[src/rtl/cpd_pkg.sv]
// Shared constants, angle table and types for the cartesian to polar unit.
package cpd_pkg;

	// Extra fraction bits carried on the rotated coordinates.
	localparam int GUARD_BITS = 8;
	// Fraction bits of the angle accumulator and of the angle result.
	localparam int ANGLE_FRAC = 20;
	localparam int OUT_FRAC = 7;
	localparam int ROUND_SHIFT = ANGLE_FRAC - OUT_FRAC;

	localparam int ATAN_ENTRIES = 24;
	localparam int Z_WIDTH = 28;
	localparam int FULL_WIDTH = 29;
	localparam int OUT_WIDTH = 16;
	localparam int FULL_TURN_OUT = 46080;

	typedef logic signed [Z_WIDTH-1:0] angle_acc_t;
	typedef logic [FULL_WIDTH-1:0] angle_full_t;

	// atan(2^-i) in degrees scaled by 2^20, rounded to nearest.
	localparam logic [Z_WIDTH-1:0] ATAN_DEG [ATAN_ENTRIES] = '{
		28'd47185920, 28'd27855475, 28'd14718068, 28'd7471121,
		28'd3750058, 28'd1876857, 28'd938658, 28'd469357,
		28'd234682, 28'd117342, 28'd58671, 28'd29335,
		28'd14668, 28'd7334, 28'd3667, 28'd1833,
		28'd917, 28'd458, 28'd229, 28'd115,
		28'd57, 28'd29, 28'd14, 28'd7
	};

	localparam angle_acc_t QUARTER_TURN = angle_acc_t'(90) <<< ANGLE_FRAC;
	localparam angle_full_t HALF_TURN = angle_full_t'(180) << ANGLE_FRAC;
	localparam angle_full_t ROUND_HALF = angle_full_t'(1) << (ROUND_SHIFT - 1);

	// Quadrant information that rides along with each transaction.
	typedef struct packed {
		logic x_neg;
		logic y_neg;
		logic origin;
	} quad_t;

endpackage

[src/rtl/cpd_cell.sv]
// One cell of the chain: a vectoring rotation step and one square root digit.
module cpd_cell #(
	parameter int IDX = 0,
	parameter int ITERATIONS = 16,
	parameter int COORD_WIDTH = 16
) (
	input  logic                                               clk,
	input  logic                                               arst_n,
	input  logic                                               in_valid,
	output logic                                               in_ready,
	input  cpd_pkg::quad_t                                     in_quad,
	input  logic signed [COORD_WIDTH+cpd_pkg::GUARD_BITS+2:0]  in_cx,
	input  logic signed [COORD_WIDTH+cpd_pkg::GUARD_BITS+2:0]  in_cy,
	input  cpd_pkg::angle_acc_t                                in_z,
	input  logic [2*COORD_WIDTH-1:0]                           in_rem,
	input  logic [2*COORD_WIDTH-1:0]                           in_root,
	output logic                                               out_valid,
	input  logic                                               out_ready,
	output cpd_pkg::quad_t                                     out_quad,
	output logic signed [COORD_WIDTH+cpd_pkg::GUARD_BITS+2:0]  out_cx,
	output logic signed [COORD_WIDTH+cpd_pkg::GUARD_BITS+2:0]  out_cy,
	output cpd_pkg::angle_acc_t                                out_z,
	output logic [2*COORD_WIDTH-1:0]                           out_rem,
	output logic [2*COORD_WIDTH-1:0]                           out_root
);

	localparam int W = COORD_WIDTH;
	localparam int SW = 2 * COORD_WIDTH;
	localparam int CW = COORD_WIDTH + cpd_pkg::GUARD_BITS + 3;
	localparam bit DO_ROT = (IDX < ITERATIONS) && (IDX < cpd_pkg::ATAN_ENTRIES);
	localparam bit DO_SQ = IDX < W;

	logic signed [CW-1:0] cx_n, cy_n;
	cpd_pkg::angle_acc_t z_n;
	logic [SW-1:0] rem_n, root_n;

	logic valid_q;
	cpd_pkg::quad_t quad_q;
	logic signed [CW-1:0] cx_q, cy_q;
	cpd_pkg::angle_acc_t z_q;
	logic [SW-1:0] rem_q, root_q;

	generate
		if (DO_ROT) begin : g_rot
			logic signed [CW-1:0] dx, dy;
			cpd_pkg::angle_acc_t step;

			// Arithmetic shifts round toward minus infinity.
			assign dx = in_cy >>> IDX;
			assign dy = in_cx >>> IDX;
			assign step = cpd_pkg::angle_acc_t'(cpd_pkg::ATAN_DEG[IDX]);
			assign cx_n = in_cy[CW-1] ? in_cx - dx : in_cx + dx;
			assign cy_n = in_cy[CW-1] ? in_cy + dy : in_cy - dy;
			assign z_n = in_cy[CW-1] ? in_z - step : in_z + step;
		end else begin : g_rot_pass
			assign cx_n = in_cx;
			assign cy_n = in_cy;
			assign z_n = in_z;
		end

		if (DO_SQ) begin : g_sq
			localparam logic [SW-1:0] BIT = {{(SW-1){1'b0}}, 1'b1} << (2 * (W - 1 - IDX));
			logic [SW:0] trial;
			logic take;

			assign trial = {1'b0, in_root} + {1'b0, BIT};
			assign take = {1'b0, in_rem} >= trial;
			assign rem_n = take ? in_rem - trial[SW-1:0] : in_rem;
			assign root_n = take ? (in_root >> 1) + BIT : in_root >> 1;
		end else begin : g_sq_pass
			assign rem_n = in_rem;
			assign root_n = in_root;
		end
	endgenerate

	assign in_ready = !valid_q || out_ready;

	always_ff @(posedge clk or negedge arst_n) begin
		if (!arst_n) begin
			valid_q <= 1'b0;
		end else if (in_ready) begin
			valid_q <= in_valid;
		end
	end

	always_ff @(posedge clk) begin
		if (in_valid && in_ready) begin
			quad_q <= in_quad;
			cx_q <= cx_n;
			cy_q <= cy_n;
			z_q <= z_n;
			rem_q <= rem_n;
			root_q <= root_n;
		end
	end

	assign out_valid = valid_q;
	assign out_quad = quad_q;
	assign out_cx = cx_q;
	assign out_cy = cy_q;
	assign out_z = z_q;
	assign out_rem = rem_q;
	assign out_root = root_q;

endmodule

[config.mk]
export PLATFORM = sky130hd
export DESIGN_NAME = cpd_cell
export DESIGN_NICKNAME = d
export VERILOG_FILES = /design/src/rtl/cpd_pkg.sv /design/src/rtl/cpd_cell.sv
export SDC_FILE = /design/constraint.sdc
export NUM_CORES = 1
export LEC_CHECK = 0
export BUFFER_PORTS_ARGS = -buffer_cell sky130_fd_sc_hd__buf_2
export CAP_MARGIN = 40
export CORE_MARGIN = 2
export CORE_UTILIZATION = 41
export DETAILED_ROUTE_END_ITERATION = 7
export PLACE_DENSITY = 0.67
export SLEW_MARGIN = 0
export SYNTH_ARGS = -nofsm -noshare
export SYNTH_HDL_FRONTEND = slang
export SYNTH_SLANG_ARGS = --single-unit
[constraint.sdc]
create_clock -name clk -period 5.1 [get_ports clk]
set_input_delay 0.255 -clock clk [delete_from_list [all_inputs] [get_ports clk]]
set_output_delay 0.255 -clock clk [all_outputs]
set_load 0.005 [all_outputs]
==> results of run 1 <==
==> cell usage after synthesis (4+ instances only) <==
master	count
a31oi_1	16
inv_1	129
nor2_1	114
edfxtp_1	148
buf_2	14
nor4_1	8
a221oi_1	5
o21a_1	13
a21oi_1	137
o21ai_1	12
xor2_1	17
ha_1	117
buf_1	4
o211ai_1	8
o21bai_1	27
nand2b_1	18
fa_1	5
nand4_1	10
clkbuf_1	21
mux2i_1	17
xnor2_1	63
o21ai_0	68
o31ai_1	8
nor3_1	15
a2111oi_0	4
nand3b_1	5
a21o_1	13
a211o_1	4
nor2b_1	12
nand3_1	12
or3_1	9
and3_1	4
mux2_2	9
a211oi_1	10
nand2_1	52
==> critical path: stages <==
cell           delay (ns)
dlygate4sd3_1        0.52
buf_2                0.10
inv_1                0.04
ha_1                 0.39
nand4_1              0.18
nor2_2               0.25
nand2_1              0.10
or4b_1               0.56
o21ai_4              0.36
buf_12               0.27
mux2_2               0.36
==> area by class of cell <==
type                       instances  area (µm²)  area share (%)
inverter                         133         499            3.56
multi-input combinational        869        6130            43.7
tap                              341         427            3.04
clock inverter                    15         158            1.12
sequential                       149        4470            31.9
timing repair buffer             342        1920            13.7
clock buffer                      17         425            3.03
==> repair_timing <==
item,in CTS,in global routing
endpoints found under the setup margin,0,0
hold buffers,32,1
gates resized for setup,0,0
hold endpoints to repair,32,1
==> layout by cell type, fill, tap and decap left out, types with 5 or more instances in the layout <==
cell	n
inv_6	6
a31oi_1	16
a211oi_1	10
a21oi_1	137
a21o_1	13
ha_1	117
dlygate4sd3_1	33
xnor2_1	63
nand3b_1	5
mux2i_1	17
clkbuf_16	17
or3_1	9
nor2_1	114
o21bai_1	27
a221oi_1	5
o21ai_0	68
fa_1	5
nor4_1	8
edfxtp_1	148
nor2b_1	12
nand2_1	52
o211ai_1	8
nand2b_1	18
o21ai_1	12
nand4_1	10
nand3_1	12
mux2_2	9
o31ai_1	8
inv_1	129
nor3_1	15
xor2_1	17
buf_2	303
o21a_1	13
==> kinds of logic after synthesis <==
family	count (synthesis)	synth area share (%)
AO/OA/AOI/OAI	365	20.2
AND/OR/NAND/NOR	276	11.6
buffers and inverters	175	6.11
flip-flops	149	39.6
adder cells (fa/ha/maj)	122	13.9
XOR/XNOR	80	6.21
multiplexers	26	2.41
==> power by group <==
part	total [W]	switching (W)	internal [W]	leakage, nW
Sequential	0.00153	0.0000264	0.00151	1.42
Clock	0.00127	0.000576	0.000693	0.282
Combinational	0.00116	0.000679	0.000482	4.54
==> per-layer routing <==
layer	GRT usage (%)	up-vias	share of wire [%]
li1	-	4922	-
met1	26.7	4655	42
met2	38.6	388	49
met3	3.12	52	5.8
met4	7.43	0	2.7
met5	0	-	0
==> state kept, by name (all words and copies together) (netlist names) <==
| signal | flops |
|---|---|
| out_rem | 32 |
| out_root | 32 |
| out_z | 28 |
| out_cx | 27 |
| out_cy | 26 |
| out_quad | 3 |
| out_valid | 1 |
==> final timing paths <==
path	to	slack, ns	depth (start not counted)
worst max-delay path	out_rem[6]$_DFFE_PP_	1.86	11
worst min-delay path	out_root[20]$_DFFE_PP_	0.02	1
worst max register to register	out_root[15]$_DFFE_PP_	3.21	3
worst min register to register	out_valid$_DFFE_PN0N_	0.54	2
max in group asynchronous	out_valid$_DFFE_PN0N_	4.87	2
min in group asynchronous	out_valid$_DFFE_PN0N_	0.14	2
==> per-stage QoR <==
| step | instances | total power (W) | cell area [µm²] |
|---|---|---|---|
| after floorplan | 1193 | 0.00230 | 11300 |
| after detailed placement | 1801 | 0.00269 | 13100 |
| final | 1866 | 0.00396 | 14000 |
| after CTS | 1865 | 0.00399 | 14000 |
| after global placement | 1800 | 0.00268 | 13100 |
| after global routing | 1866 | 0.00416 | 14000 |
==> impl_metrics.py, run 1 <==
metrics = {
    "route": {
        "ant_nets": 0,
        "routed_wl_um": 32000,
        "vias": 10000,
        "first_pass_iters": 6,
        "wl_per_cell_um": 17.2,
        "drc_errors": 0,
        "vias_per_cell": 5.37,
        "drt_iter0_drc": 736,
    },
    "sta": {
        "finalCriticalPeriod_ns": 3.24,
        "hold_viol": 0,
        "maxSlewViolCount": 0,
        "rsz0062_at_grt": "false",
        "tightest_slew_ns": 0.804,
        "fin_skew_ns": 0.0134,
        "fin_crit_sh_pct": 63.5,
        "max_freq_mhz": 309,
        "hold_slack_ns": 0.0190,
        "relSlewSlack_pct": 46.4,
        "fin_setup_tns_ns": 0,
        "setup_viol": 0,
        "fin_ws_ns": 1.86,
    },
    "floorplan": {
        "chipWidth_um": 170,
        "num_rows": 60,
        "dieArea_um2": 28800,
        "start_util_pct": 41.8,
        "die_h_um": 170,
        "coreArea_um2": 27000,
        "io_pins": 304,
    },
    "setup_path": {
        "r2r_start": "out_valid$_DFFE_PN0N_",
        "cp_max_fo": 47,
        "startpoint": "in_root[25]",
        "criticalPathCategory": "in2reg",
        "startpoint_type": "input pin",
        "worstPathRequired_ns": 5.29,
        "cp-end-kind": "flop",
        "crit_arrival_ns": 3.43,
    },
    "final_layout": {
        "fin_nets": 1787,
        "final_util_pct": 52.1,
        "antenna_cells": 0,
        "layout-drive-gt1-share_pct": 24.1,
        "fillerInstances": 2472,
        "syn_to_final_growth_pct": 24.4,
    },
    "global_routing": {
        "grt_use_total_pct": 21.6,
        "overflow": 0,
        "grt_pass1_vias": 9588,
        "grt_max_degree": 71,
        "antenna_found_initial": 0,
        "grt_pass1_wl_um": 49200,
    },
    "outcome": {
        "status": "finished, final reports clean",
    },
    "power": {
        "p_leak_nw": 6.24,
        "powerDensity_nw_per_um2": 282,
        "vdd_ir_drop_max_mv": 0.218,
    },
    "placement": {
        "dp_hpwl_um": 25100,
        "io_buffers": 303,
        "post-place-ws_ns": 1.80,
        "routabilityCongestion": 0.922,
    },
    "synth": {
        "syn_nets": 1468,
        "ys_ff_latch": 149,
        "synthArstFlopShare_pct": 0.671,
        "synth_top_flop_cell": "edfxtp_1",
        "seq_area_frac_synth_pct": 39.6,
        "ys_warn_count": 0,
        "synth_edf_count": 148,
        "yosys.cell_types.count": 73,
        "synth_area_leaders": "edfxtp_1 39%, ha_1 13%, a21oi_1 6.1%, xnor2_1 4.9%, inv_1 4.3%",
        "yosys.area.top_type_share_pct": 39.4,
        "synth_top_area_cell": "edfxtp_1",
        "syn_avg_cell_area_um2": 9.45,
        "syn_inst": 1193,
        "syn_area_um2": 11300,
    },
    "cts": {
        "clk_pin_slew_ns": 0.07,
        "clkLatencyLatePin_ns": 0.43,
        "htree_levels": 4,
        "clock_sinks": 149,
        "tritoncts": "yes",
        "post_cts_buffers": 0,
        "clk_path_buf_depth": 2,
        "cts-root-buf": "clkbuf_16",
        "cts_made_buffers": 17,
    },
    "job": {
        "drv_cap": 0,
    },
    "worst_hold_path": {
        "hp-start": "in_root[21]",
        "hp-class": "in2reg",
    },
}
No activity file was read; power rests on OpenSTA's default activity.
==> inputs of run 2 (changes only) <==
clock period = 3.2 ns   (was 5.1 ns; I/O delays follow)
==> impl_metrics.py, run 2 (synthesis gave the netlist of run 1 again) <==
metrics = {
    "power": {
        "vdd_ir_drop_max_mv": 0.330,
        "p_leak_nw": 6.45,
        "powerDensity_nw_per_um2": 441,
    },
    "floorplan": {
        "coreArea_um2": 27000,
        "io_pins": 304,
        "num_rows": 60,
        "die_h_um": 170,
        "start_util_pct": 41.8,
        "chipWidth_um": 170,
        "dieArea_um2": 28800,
    },
    "sta": {
        "hold_viol": 0,
        "finalCriticalPeriod_ns": 3.09,
        "tightest_slew_ns": 0.735,
        "fin_ws_ns": 0.114,
        "rsz0062_at_grt": "false",
        "setup_viol": 0,
        "fin_skew_ns": 0.00886,
        "fin_crit_sh_pct": 96.4,
        "max_freq_mhz": 324,
        "fin_setup_tns_ns": 0,
        "hold_slack_ns": 0.0425,
        "relSlewSlack_pct": 51.0,
        "maxSlewViolCount": 0,
    },
    "setup_path": {
        "cpMostUsedCell": "nand2_1",
        "startpoint_type": "input pin",
        "cp_max_fo": 30,
        "cp-end-kind": "flop",
        "worstPathRequired_ns": 3.39,
        "crit_arrival_ns": 3.27,
        "criticalPathCategory": "in2reg",
        "path_cells": "dlygate4sd3_1 -> buf_2 -> inv_1 -> ha_1 -> nand2_1 -> nor2_2 -> nand2_1 -> or4b_1 -> o21ai_4 -> buf_12 -> mux2_2",
        "cp_slowest_cell": "or4b_1",
        "max_stage_delay_ns": 0.56,
    },
    "cts": {
        "cts-root-buf": "clkbuf_16",
        "cts_made_buffers": 17,
        "clock_sinks": 149,
        "clk_path_buf_depth": 2,
        "clkLatencyLatePin_ns": 0.43,
        "clk_pin_slew_ns": 0.07,
        "tritoncts": "yes",
        "htree_levels": 4,
    },
    "final_layout": {
        "layout-drive-gt1-share_pct": 25.1,
        "syn_to_final_growth_pct": 28.0,
        "layout_commonest_cell": "buf_2",
        "antenna_cells": 0,
        "layout_common_cells": "303 x buf_2, 148 x edfxtp_1, 137 x a21oi_1",
        "multi_input_area_um2": 6140,
        "finish.instance_area_um2": 14400,
        "seq_area_um2": 4470,
        "fillerInstances": 2425,
        "fin_nets": 1833,
    },
    "route": {
        "ant_nets": 0,
        "drt_iter0_drc": 704,
        "first_pass_iters": 7,
        "wl_per_cell_um": 17.4,
        "drc_errors": 0,
        "vias_per_cell": 5.40,
        "vias": 10300,
        "routed_wl_um": 33300,
    },
    "job": {
        "drv_cap": 0,
    },
    "global_routing": {
        "grt_max_degree": 67,
        "grt_pass1_vias": 9838,
        "grt_use_total_pct": 22.4,
        "overflow": 0,
        "grt_pass1_wl_um": 50900,
        "antenna_found_initial": 0,
    },
    "placement": {
        "post-place-ws_ns": 0.152,
        "routabilityCongestion": 0.966,
        "place_area_um2": 13300,
        "dp_hpwl_um": 25800,
        "io_buffers": 303,
    },
    "outcome": {
        "status": "finished, final reports clean",
    },
    "worst_hold_path": {
        "hp-class": "in2async",
    },
}
run 2: critical path: cells and delay by family:
family	cells	cell delay (ns)
simple gates	4	1.07
compound gates	1	0.36
fa+ha+maj	1	0.40
mux	1	0.35
buf+inv	4	0.89
run 2: per-stage QoR:
| step | instances | total power, W | util, % |
|---|---|---|---|
| 3_3_place_gp | 1820 | 0.00431 | 49.2 |
| 3_5_place_dp | 1820 | 0.00434 | 49.2 |
| 2_1_floorplan | 1193 | 0.00366 | - |
| 5_1_grt | 1912 | 0.00666 | 53.6 |
| 6_report | 1912 | 0.00637 | 53.6 |
| 4_1_cts | 1907 | 0.00637 | 53.3 |
run 2: layout make-up:
type | instances | area share (%)
multi-input cells | 869 | 42.5
flip-flops and latches | 149 | 31.0
repair buffers | 388 | 16.2
inverters | 133 | 3.46
well taps | 341 | 2.96
clock buffers | 17 | 2.95
clock inverters | 15 | 0.945
run 2: layer usage:
metal	global-route usage, %	vias to the layer above	wire length (µm)	part of all wire, %
li1	-	5014	-	-
met1	27.4	4799	13800	41
met2	39.7	448	16400	49
met3	2.60	68	1900	5.7
met4	9.77	0	1210	3.6
met5	0	-	0	0
run 2: worst paths after layout:
path / start / endpoint / slack, ns / cells after the start
max in group asynchronous: arst_n / out_valid$_DFFE_PN0N_ / 3.08 / 2
setup reg to reg: out_valid$_DFFE_PN0N_ / out_root[3]$_DFFE_PP_ / 1.37 / 3
hold reg to reg: out_valid$_DFFE_PN0N_ / out_valid$_DFFE_PN0N_ / 0.55 / 2
min in group clk: in_z[20] / out_z[20]$_DFFE_PP_ / 0.05 / 2
setup / recovery: in_root[18] / out_rem[6]$_DFFE_PP_ / 0.11 / 11
hold / removal: arst_n / out_valid$_DFFE_PN0N_ / 0.04 / 2
run 2: timing repair:
item,CTS,global route
endpoints found under the hold margin,55,0
gates resized for setup,0,3
hold buffers,55,0
endpoints found under the setup margin,0,14
setup buffers,0,5
run 2: where the power goes:
| group | switching (W) | internal [W] |
|---|---|---|
| Clock | 0.000946 | 0.00103 |
| Combinational | 0.00111 | 0.000833 |
| Sequential | 0.0000459 | 0.00240 |
