## config.mk

```make
export PLATFORM = sky130hd
export DESIGN_NAME = cpd_prep
export DESIGN_NICKNAME = d
export VERILOG_FILES = /design/src/rtl/cpd_pkg.sv /design/src/rtl/cpd_prep.sv
export SDC_FILE = /design/constraint.sdc
export NUM_CORES = 1
export LEC_CHECK = 0
export BUFFER_PORTS_ARGS = -buffer_cell sky130_fd_sc_hd__buf_4
export CORE_AREA = 2 2 199 201
export DETAILED_ROUTE_END_ITERATION = 7
export DIE_AREA = 0 0 201 203
export PLACE_DENSITY = 0.82
export SYNTH_ARGS = -nofsm -noshare
export SYNTH_HDL_FRONTEND = slang
export SYNTH_SLANG_ARGS = --single-unit
```

## constraint.sdc

```tcl
create_clock -name clk -period 9.8 [get_ports clk]
set_input_delay 0 -clock clk [delete_from_list [all_inputs] [get_ports clk]]
set_output_delay 0 -clock clk [all_outputs]
set_load 0.005 [all_outputs]
```

## src/rtl/cpd_pkg.sv

```systemverilog
// Shared constants, angle table and types for the cartesian to polar unit.
package cpd_pkg;

	// Extra fraction bits carried on the rotated coordinates.
	localparam int GUARD_BITS = 8;
	// Fraction bits of the angle accumulator and of the angle result.
	localparam int ANGLE_FRAC = 20;
	localparam int OUT_FRAC = 7;
	localparam int ROUND_SHIFT = ANGLE_FRAC - OUT_FRAC;

	localparam int ATAN_ENTRIES = 24;
	localparam int Z_WIDTH = 28;
	localparam int FULL_WIDTH = 29;
	localparam int OUT_WIDTH = 16;
	localparam int FULL_TURN_OUT = 46080;

	typedef logic signed [Z_WIDTH-1:0] angle_acc_t;
	typedef logic [FULL_WIDTH-1:0] angle_full_t;

	// atan(2^-i) in degrees scaled by 2^20, rounded to nearest.
	localparam logic [Z_WIDTH-1:0] ATAN_DEG [ATAN_ENTRIES] = '{
		28'd47185920, 28'd27855475, 28'd14718068, 28'd7471121,
		28'd3750058, 28'd1876857, 28'd938658, 28'd469357,
		28'd234682, 28'd117342, 28'd58671, 28'd29335,
		28'd14668, 28'd7334, 28'd3667, 28'd1833,
		28'd917, 28'd458, 28'd229, 28'd115,
		28'd57, 28'd29, 28'd14, 28'd7
	};

	localparam angle_acc_t QUARTER_TURN = angle_acc_t'(90) <<< ANGLE_FRAC;
	localparam angle_full_t HALF_TURN = angle_full_t'(180) << ANGLE_FRAC;
	localparam angle_full_t ROUND_HALF = angle_full_t'(1) << (ROUND_SHIFT - 1);

	// Quadrant information that rides along with each transaction.
	typedef struct packed {
		logic x_neg;
		logic y_neg;
		logic origin;
	} quad_t;

endpackage

```

## src/rtl/cpd_prep.sv

```systemverilog
// Input stages: absolute values, quadrant flags, squares and their sum.
module cpd_prep #(
	parameter int COORD_WIDTH = 16
) (
	input  logic                          clk,
	input  logic                          arst_n,
	input  logic                          in_valid,
	output logic                          in_ready,
	input  logic signed [COORD_WIDTH-1:0] coord_x,
	input  logic signed [COORD_WIDTH-1:0] coord_y,
	output logic                          out_valid,
	input  logic                          out_ready,
	output cpd_pkg::quad_t                out_quad,
	output logic [COORD_WIDTH-1:0]        out_ax,
	output logic [COORD_WIDTH-1:0]        out_ay,
	output logic [2*COORD_WIDTH-1:0]      out_sum
);

	localparam int W = COORD_WIDTH;
	localparam int SW = 2 * COORD_WIDTH;

	logic signed [SW-1:0] prod_x, prod_y;
	logic [W-1:0] abs_x, abs_y;

	logic valid_s1, valid_s2, ready_s1, ready_s2;
	logic [SW-1:0] sqx_s1, sqy_s1, sum_s2;
	logic [W-1:0] ax_s1, ay_s1, ax_s2, ay_s2;
	cpd_pkg::quad_t quad_s1, quad_s2;

	// A signed square equals the square of the magnitude, so no abs is needed here.
	assign prod_x = coord_x * coord_x;
	assign prod_y = coord_y * coord_y;
	assign abs_x = coord_x[W-1] ? W'(-coord_x) : W'(coord_x);
	assign abs_y = coord_y[W-1] ? W'(-coord_y) : W'(coord_y);

	assign ready_s1 = !valid_s1 || ready_s2;
	assign ready_s2 = !valid_s2 || out_ready;
	assign in_ready = ready_s1;

	always_ff @(posedge clk or negedge arst_n) begin
		if (!arst_n) begin
			valid_s1 <= 1'b0;
			valid_s2 <= 1'b0;
		end else begin
			if (ready_s1) begin
				valid_s1 <= in_valid;
			end
			if (ready_s2) begin
				valid_s2 <= valid_s1;
			end
		end
	end

	always_ff @(posedge clk) begin
		if (in_valid && ready_s1) begin
			sqx_s1 <= prod_x;
			sqy_s1 <= prod_y;
			ax_s1 <= abs_x;
			ay_s1 <= abs_y;
			quad_s1.x_neg <= coord_x[W-1];
			quad_s1.y_neg <= coord_y[W-1];
			quad_s1.origin <= (coord_x == '0) && (coord_y == '0);
		end
		if (valid_s1 && ready_s2) begin
			sum_s2 <= sqx_s1 + sqy_s1;
			ax_s2 <= ax_s1;
			ay_s2 <= ay_s1;
			quad_s2 <= quad_s1;
		end
	end

	assign out_valid = valid_s2;
	assign out_quad = quad_s2;
	assign out_ax = ax_s2;
	assign out_ay = ay_s2;
	assign out_sum = sum_s2;

endmodule

```

==> impl_results.md, run 1 <==
* Vias after detailed routing at 16800
* Drt pass-1 iters at 6
* Critical path buffers and inverters at 5
* Result of the run: finished, final reports clean
* Max-slew violation count at 0
* Crit share post-route at 0.782
* Crit-path slowest cell: sky130_fd_sc_hd__fa_1
* Post-synth EDFFs at 162
* Number of clock buffers inserted by TritonCTS at 17
* Critical path type: in2reg
* First-pass GRT wire length at 89.6 mm
* Highest clock frequency the design can meet at ~130 MHz
* Most used cell, CP: sky130_fd_sc_hd__fa_1
* Row Count at 72
* Top library cells by usage in the layout, fill and taps aside: 627 x sky130_fd_sc_hd__inv_1, 469 x sky130_fd_sc_hd__fa_1, 218 x sky130_fd_sc_hd__ha_1, 177 x sky130_fd_sc_hd__nand2_1, 162 x sky130_fd_sc_hd__edfxtp_1
* Critical path's top delay family: adder cells
* Weighted congestion reported at the end of routability-driven placement at 0.940
* Number of clock sinks at 164
* Setup repair after global routing missed its margin: false
* 1st-iter DRT viols at 1125
* Fraction of final layout cells with drive strength greater than 1 at 0.0671
* Routed wire length at 52.8 mm
* Crit-path max FO at 32
* Most area-consuming cells after synthesis: sky130_fd_sc_hd__fa_1 38%, sky130_fd_sc_hd__edfxtp_1 20%, sky130_fd_sc_hd__ha_1 11%
* Number of synthesized register bits at 164
* Number of max-cap violations at 0
* # diodes at 0
* Vias per inst at 5.59
* Relative slew margins at 0.333
* # Post-CTS Setup Buffers at 0
* Die width at 201 um
* Worst Setup Start Kind: input pin
* Count of final setup violators at 0
* Minimum clock period after layout at ~7700 ps
* Quantity of gates resized following cts at 0
* CTS HTree Levels at 4
* All-layer global routing usage at 0.278
* DP Wirelength at about 42 mm
* Maximum root-to-sink buffer count at 2
* Post-synthesis cell type with the largest combined area: sky130_fd_sc_hd__fa_1
* Top-level I/O count at 105
* Post-synthesis instance area at 24700 sq um
* Synthesis warning total at 0
* Proportion of synthesized flip-flops having asynchronous set or reset at 0.0122
* Critical path data required time at 10010 ps
* Final hold vios at 0
* Quantity of I/O buffers inserted on ports at approximately 100
* Routed Antenna Nets at 0
* Cell at the root of the clock tree: sky130_fd_sc_hd__clkbuf_16
* Crit end category: register
* DRC at 0
* Antenna violations before repair at 0
* Average routed wire per standard cell at 17.6 um
* Sequential share of the synthesized area at 0.199
* Most frequent standard cell in the layout excluding fill and tap cells: sky130_fd_sc_hd__inv_1
* Delay of the slowest cell on the worst path at approximately 900 ps
* Maximum clock skew at final layout at 12.2 ps
* Initial cell density of the core at 0.643
* Post-Syn Nets at 3123
* Tightest Pin Transition at roughly 1000 ps
* Die area at between 40000 and 50000 sq um
* Pin count of the biggest net entering global routing at between 70 and 80
* Clock input transition at the sequential cells of the worst setup and hold paths at 70 ps
* Area share of the largest cell type after synthesis at 0.380
* Kind of path behind the tightest hold check: in2reg
* NumNets Final at 3197
* Data arrival time of the worst path at 7870 ps
* Clk Latency, worst-skew pair at 450 ps
* Height of the chip at 203 um
* Final Core Density at 0.695
* Clock tree from TritonCTS: built
* Total Neg Setup Slack at 0 ps
* Area inside the core boundary at 38500 sq um
* Distinct cell type count after synthesis at 72
* Most frequently used flop master after synthesis: sky130_fd_sc_hd__edfxtp_1
* Syn Area/Cell at 10.3 sq um
* Number of global-route vias before repair at 19000
* Fill count at 2737
* Total overflow reported by the global router at 0
* Cell Chain, Critical Path: dlygate4sd3_1 > buf_4 > clkinv_1 > nor2_1 > fa_1 > fa_1 > fa_1 > fa_1 > fa_1 > inv_1 > fa_1 > inv_1 > ha_1 > a211oi_1 > o21bai_1 > a211o_1 > nor4b_1 > a211oi_1 > a211o_1 > a21oi_1 > xnor2_1
* Area growth from synthesis to final layout at 8.06%
* Number of instances in the synthesized netlist at 2400
==> worst paths after layout <==
check,slack (ps),depth (start not counted),to,from
min,20,2,ax_s1[12],coord_x[12]
min reg2reg,420,0,out_ay[14],ay_s1[14]
max,2140,21,sqy_s1[31],coord_y[15]
max reg2reg,6480,9,out_sum[31],sqy_s1[5]
max in group asynchronous,9240,3,valid_s1,arst_n
min in group asynchronous,440,3,out_valid,arst_n
==> sequential cells by signal, summed over array words and instances, names as in the netlist <==
name / cells
ax_s1: 15
ay_s1: 15
out_ax: 16
out_ay: 16
out_quad: 3
out_sum: 32
out_valid: 1
quad_s1: 3
sqx_s1: 31
sqy_s1: 31
valid_s1: 1
==> cell type report <==
type | count | area (sq um) | area share
multi-input combinational | 1537 | 17200 | 0.643
sequential | 164 | 4910 | 0.184
inverter | 635 | 2380 | 0.0892
timing repair buffer | 119 | 928 | 0.0348
tap | 518 | 648 | 0.0243
clock buffer | 24 | 482 | 0.0180
clock inverter | 8 | 173 | 0.00646
==> layer usage <==
metal	up-vias	GRT usage	routed length [um]
met3	127	0.0396	3190
met4	0	0.110	1760
met5	-	0	0
li1	7545	-	-
met1	8525	0.346	20200
met2	599	0.493	27700
==> metrics by stage <==
step | worst slack, ps | hold slack, ps | cells | instance area (sq um)
after CTS | 2190 | 2.82 | 3005 | 26700
after floorplan | 3540 | -296 | 2400 | 24700
after detailed placement | 2350 | -216 | 2959 | 25900
final | 2140 | 19.1 | 3005 | 26700
after global placement | 2710 | -218 | 2959 | 25900
after global routing | 1660 | 22.0 | 3005 | 26700
==> what timing repair did <==
item,in CTS,in global routing
hold buffers,14,0
endpoints found under the hold margin,13,0
setup endpoints to repair,0,0
==> Yosys cell counts (4+ instances only) <==
cell and instances:
sky130_fd_sc_hd__a211o_1 4, sky130_fd_sc_hd__a211oi_1 13, sky130_fd_sc_hd__a21o_1 26, sky130_fd_sc_hd__a21oi_1 51
sky130_fd_sc_hd__a31o_2 9, sky130_fd_sc_hd__a31oi_1 8, sky130_fd_sc_hd__a41o_1 6, sky130_fd_sc_hd__and2_1 61
sky130_fd_sc_hd__and3_1 7, sky130_fd_sc_hd__buf_1 5, sky130_fd_sc_hd__clkbuf_1 57, sky130_fd_sc_hd__clkinv_1 5
sky130_fd_sc_hd__edfxtp_1 162, sky130_fd_sc_hd__fa_1 469, sky130_fd_sc_hd__ha_1 218, sky130_fd_sc_hd__inv_1 627
sky130_fd_sc_hd__mux2i_1 4, sky130_fd_sc_hd__nand2_1 177, sky130_fd_sc_hd__nand2b_1 16, sky130_fd_sc_hd__nand3_1 19
sky130_fd_sc_hd__nand4_1 10, sky130_fd_sc_hd__nor2_1 121, sky130_fd_sc_hd__nor2b_1 10, sky130_fd_sc_hd__nor3_1 25
sky130_fd_sc_hd__o211a_1 4, sky130_fd_sc_hd__o211ai_1 8, sky130_fd_sc_hd__o21a_1 12, sky130_fd_sc_hd__o21ai_0 34
sky130_fd_sc_hd__o21ai_1 8, sky130_fd_sc_hd__o21bai_1 8, sky130_fd_sc_hd__o31ai_1 6, sky130_fd_sc_hd__o41ai_1 4
sky130_fd_sc_hd__or2_2 9, sky130_fd_sc_hd__or3_1 10, sky130_fd_sc_hd__or4_1 6, sky130_fd_sc_hd__xnor2_1 109
sky130_fd_sc_hd__xor2_1 26
==> cell families after synthesis <==
group | after synthesis | synth area share
simple gates | 482 | 0.0908
compound gates | 229 | 0.0646
mux | 4 | 0.00162
xor+xnor | 135 | 0.0478
fa+ha+maj | 687 | 0.490
flops | 164 | 0.199
buf+inv | 699 | 0.106
==> worst reg2reg max path, delay by kind of cell (launching register included) <==
kind	cells	cell delay, ps
AOI/OAI and AO/OA	7	2150
adders and majority gates	1	350
xor gates and xnor gates	1	170
DFF	1	410
Power of run 1 is left out: the tool's default activity adds up to more than one toggle a clock period on the data nets, which glitch-free logic cannot reach.
==> run 2: changes to the inputs <==
CORE_AREA = 2 2 208 210   (was 2 2 199 201)
DIE_AREA = 0 0 210 212   (was 0 0 201 203)
PLACE_DENSITY = 0.79   (was 0.82)
clock period = 6.4 ns   (was 9.8 ns; I/O delays follow)
==> impl_results.md, run 2 (synthesis gave the netlist of run 1 again) <==
* Result of the run: finished, final reports clean
* Area of the multi-input gates at 17300 sq um
* Area inside the core boundary at ~43000 sq um
* DRC at 0
* Antenna violations before repair at 0
* Crit-path slowest cell: sky130_fd_sc_hd__fa_1
* Row Count at 76
* Crit share post-route at 0.979
* Global Route met1 Usage at 0.315
* Number of max-cap violations at 0
* Top-level I/O count at 105
* Most frequent standard cell in the layout excluding fill and tap cells: sky130_fd_sc_hd__inv_1
* Die width at 210 um
* Routed wire length at 53.4 mm
* Kind of path behind the tightest hold check: in2reg
* Clock tree from TritonCTS: built
* First-pass GRT wire length at 89.0 mm
* Cell Chain, Critical Path: dlygate4sd3_1 > buf_4 > and2_1 > fa_1 > inv_1 > fa_1 > fa_1 > inv_1 > fa_1 > fa_1 > inv_1 > fa_1 > inv_1 > ha_2 > a21o_1 > nand3_2 > a21oi_2 > or4_4 > o41a_1 > a22oi_2 > nor3b_1 > or3_1
* Vias per inst at between 5 and 6
* Maximum clock skew at final layout at 13.2 ps
* Number of global-route vias before repair at 18600
* Area growth from synthesis to final layout at 9.62%
* Number of clock buffers inserted by TritonCTS at 17
* Crit-path max FO at 18
* Pin count of the biggest net entering global routing at 80
* Critical path data required time at approximately 6600 ps
* DP Wirelength at roughly 43 mm
* Clk Latency, worst-skew pair at 460 ps
* Highest clock frequency the design can meet at 160 MHz
* Tightest Pin Transition at 1060 ps
* Worst Setup Start Kind: input pin
* Fraction of final layout cells with drive strength greater than 1 at 0.0899
* Critical path type: in2reg
* Worst Hold Slack at 33.9 ps
* Number of cells after detailed placement at 3014
* Fill count at between 3000 and 4000
* Final non-filler cell total at 3073
* Crit end category: register
* Worst slack after detailed placement at about 20 ps
* Final hold vios at 0
* Average routed wire per standard cell at 17.4 um
* NumNets Final at about 3200
* Minimum clock period after layout at 6270 ps
* Max-slew violation count at 0
* Largest register FFs at 32
* CTS HTree Levels at 4
* Height of the chip at 212 um
* Layer with the highest usage: met2
* Routed Antenna Nets at 0
* Number of clock sinks at 164
* Quantity of I/O buffers inserted on ports at 104
* Top library cells by usage in the layout, fill and taps aside: 625 x sky130_fd_sc_hd__inv_1, 466 x sky130_fd_sc_hd__fa_1, 216 x sky130_fd_sc_hd__ha_1, 177 x sky130_fd_sc_hd__nand2_1, 162 x sky130_fd_sc_hd__edfxtp_1
* Final worst setup slack at 134 ps
* Weighted congestion reported at the end of routability-driven placement at 0.918
* Critical path's top delay family: adder cells
* 1st-iter DRT viols at slightly below 1000
* Most used cell, CP: sky130_fd_sc_hd__fa_1
* Count of final setup violators at 0
* Total overflow reported by the global router at 0
* Critical path buffers and inverters at 6
* GR Layer Usage met2 at 0.457
* Delay of the slowest cell on the worst path at 580 ps
* Met3 usage at 0.0366
* Maximum root-to-sink buffer count at 2
* Data arrival time of the worst path at 6470 ps
* Sequential cell area at just under 5000 sq um
* Clock input transition at the sequential cells of the worst setup and hold paths at 80 ps
* Cell at the root of the clock tree: sky130_fd_sc_hd__clkbuf_16
* Die area at roughly 45000 sq um
* Relative slew margins at 0.293
* All-layer global routing usage at 0.256
* Initial cell density of the core at 0.582
* Vias after detailed routing at 16800
* Drt pass-1 iters at 5
## run 2: cell count changes in the layout (fill, tap and decap cells not counted), sizes merged
cell,previous run,this run
bufinv,5,0
inv,631,634
dlygate4sd3,14,17
diode,0,2
clkbuf,24,17
clkinv,7,12
buf,105,140
clkinvlp,0,4
## run 2: area by class of cell
| type | count | share of cell area |
|---|---|---|
| flip-flops and latches | 164 | 0.181 |
| well taps | 546 | 0.0252 |
| diodes | 2 | 0.000185 |
| clock inverters | 15 | 0.00605 |
| multi-input cells | 1537 | 0.638 |
| repair buffers | 157 | 0.0455 |
| inverters | 635 | 0.0883 |
| clock buffers | 17 | 0.0157 |
## run 2: layer usage
layer	share of wire	vias to the layer above	wire length, um
li1	-	7612	-
met1	0.39	8613	20900
met2	0.53	507	28000
met3	0.050	110	2660
met4	0.033	0	1760
met5	0	-	0
## run 2: what timing repair did
item,in CTS,in global routing
gates resized for setup,0,31
endpoints found under the hold margin,18,0
buffers inserted,0,8
endpoints found under the setup margin,0,10
hold buffers,17,0
## run 2: through the flow
stage	setup TNS (ps)	area [sq um]	util
after CTS	0	26900	0.633
after global routing	-66.8	27100	0.637
final	0	27100	0.638
after global placement	0	26200	0.615
after detailed placement	0	26200	0.615
after floorplan	0	24700	-
## run 2: worst paths after layout
path,from,to,slack [ps],cells past startpoint
setup / recovery,coord_x[14],sqx_s1[30],130,22
hold / removal,coord_x[13],ax_s1[13],30,2
setup reg to reg,sqx_s1[3],out_sum[31],3130,9
hold reg to reg,ax_s1[15],out_ax[15],420,0
max in group asynchronous,arst_n,valid_s1,5860,3
min in group asynchronous,arst_n,out_valid,410,3
## run 2: worst register-to-register path: stages (launching register included)
cell	delay [ps]
sky130_fd_sc_hd__edfxtp_1	420
sky130_fd_sc_hd__ha_1	340
sky130_fd_sc_hd__a21o_1	230
sky130_fd_sc_hd__a221oi_2	420
sky130_fd_sc_hd__o21ai_1	230
sky130_fd_sc_hd__a41oi_1	390
sky130_fd_sc_hd__o22ai_1	240
sky130_fd_sc_hd__o21ai_1	360
sky130_fd_sc_hd__a41oi_1	200
sky130_fd_sc_hd__xnor2_1	190
Power of run 2 is left out for the same reason.
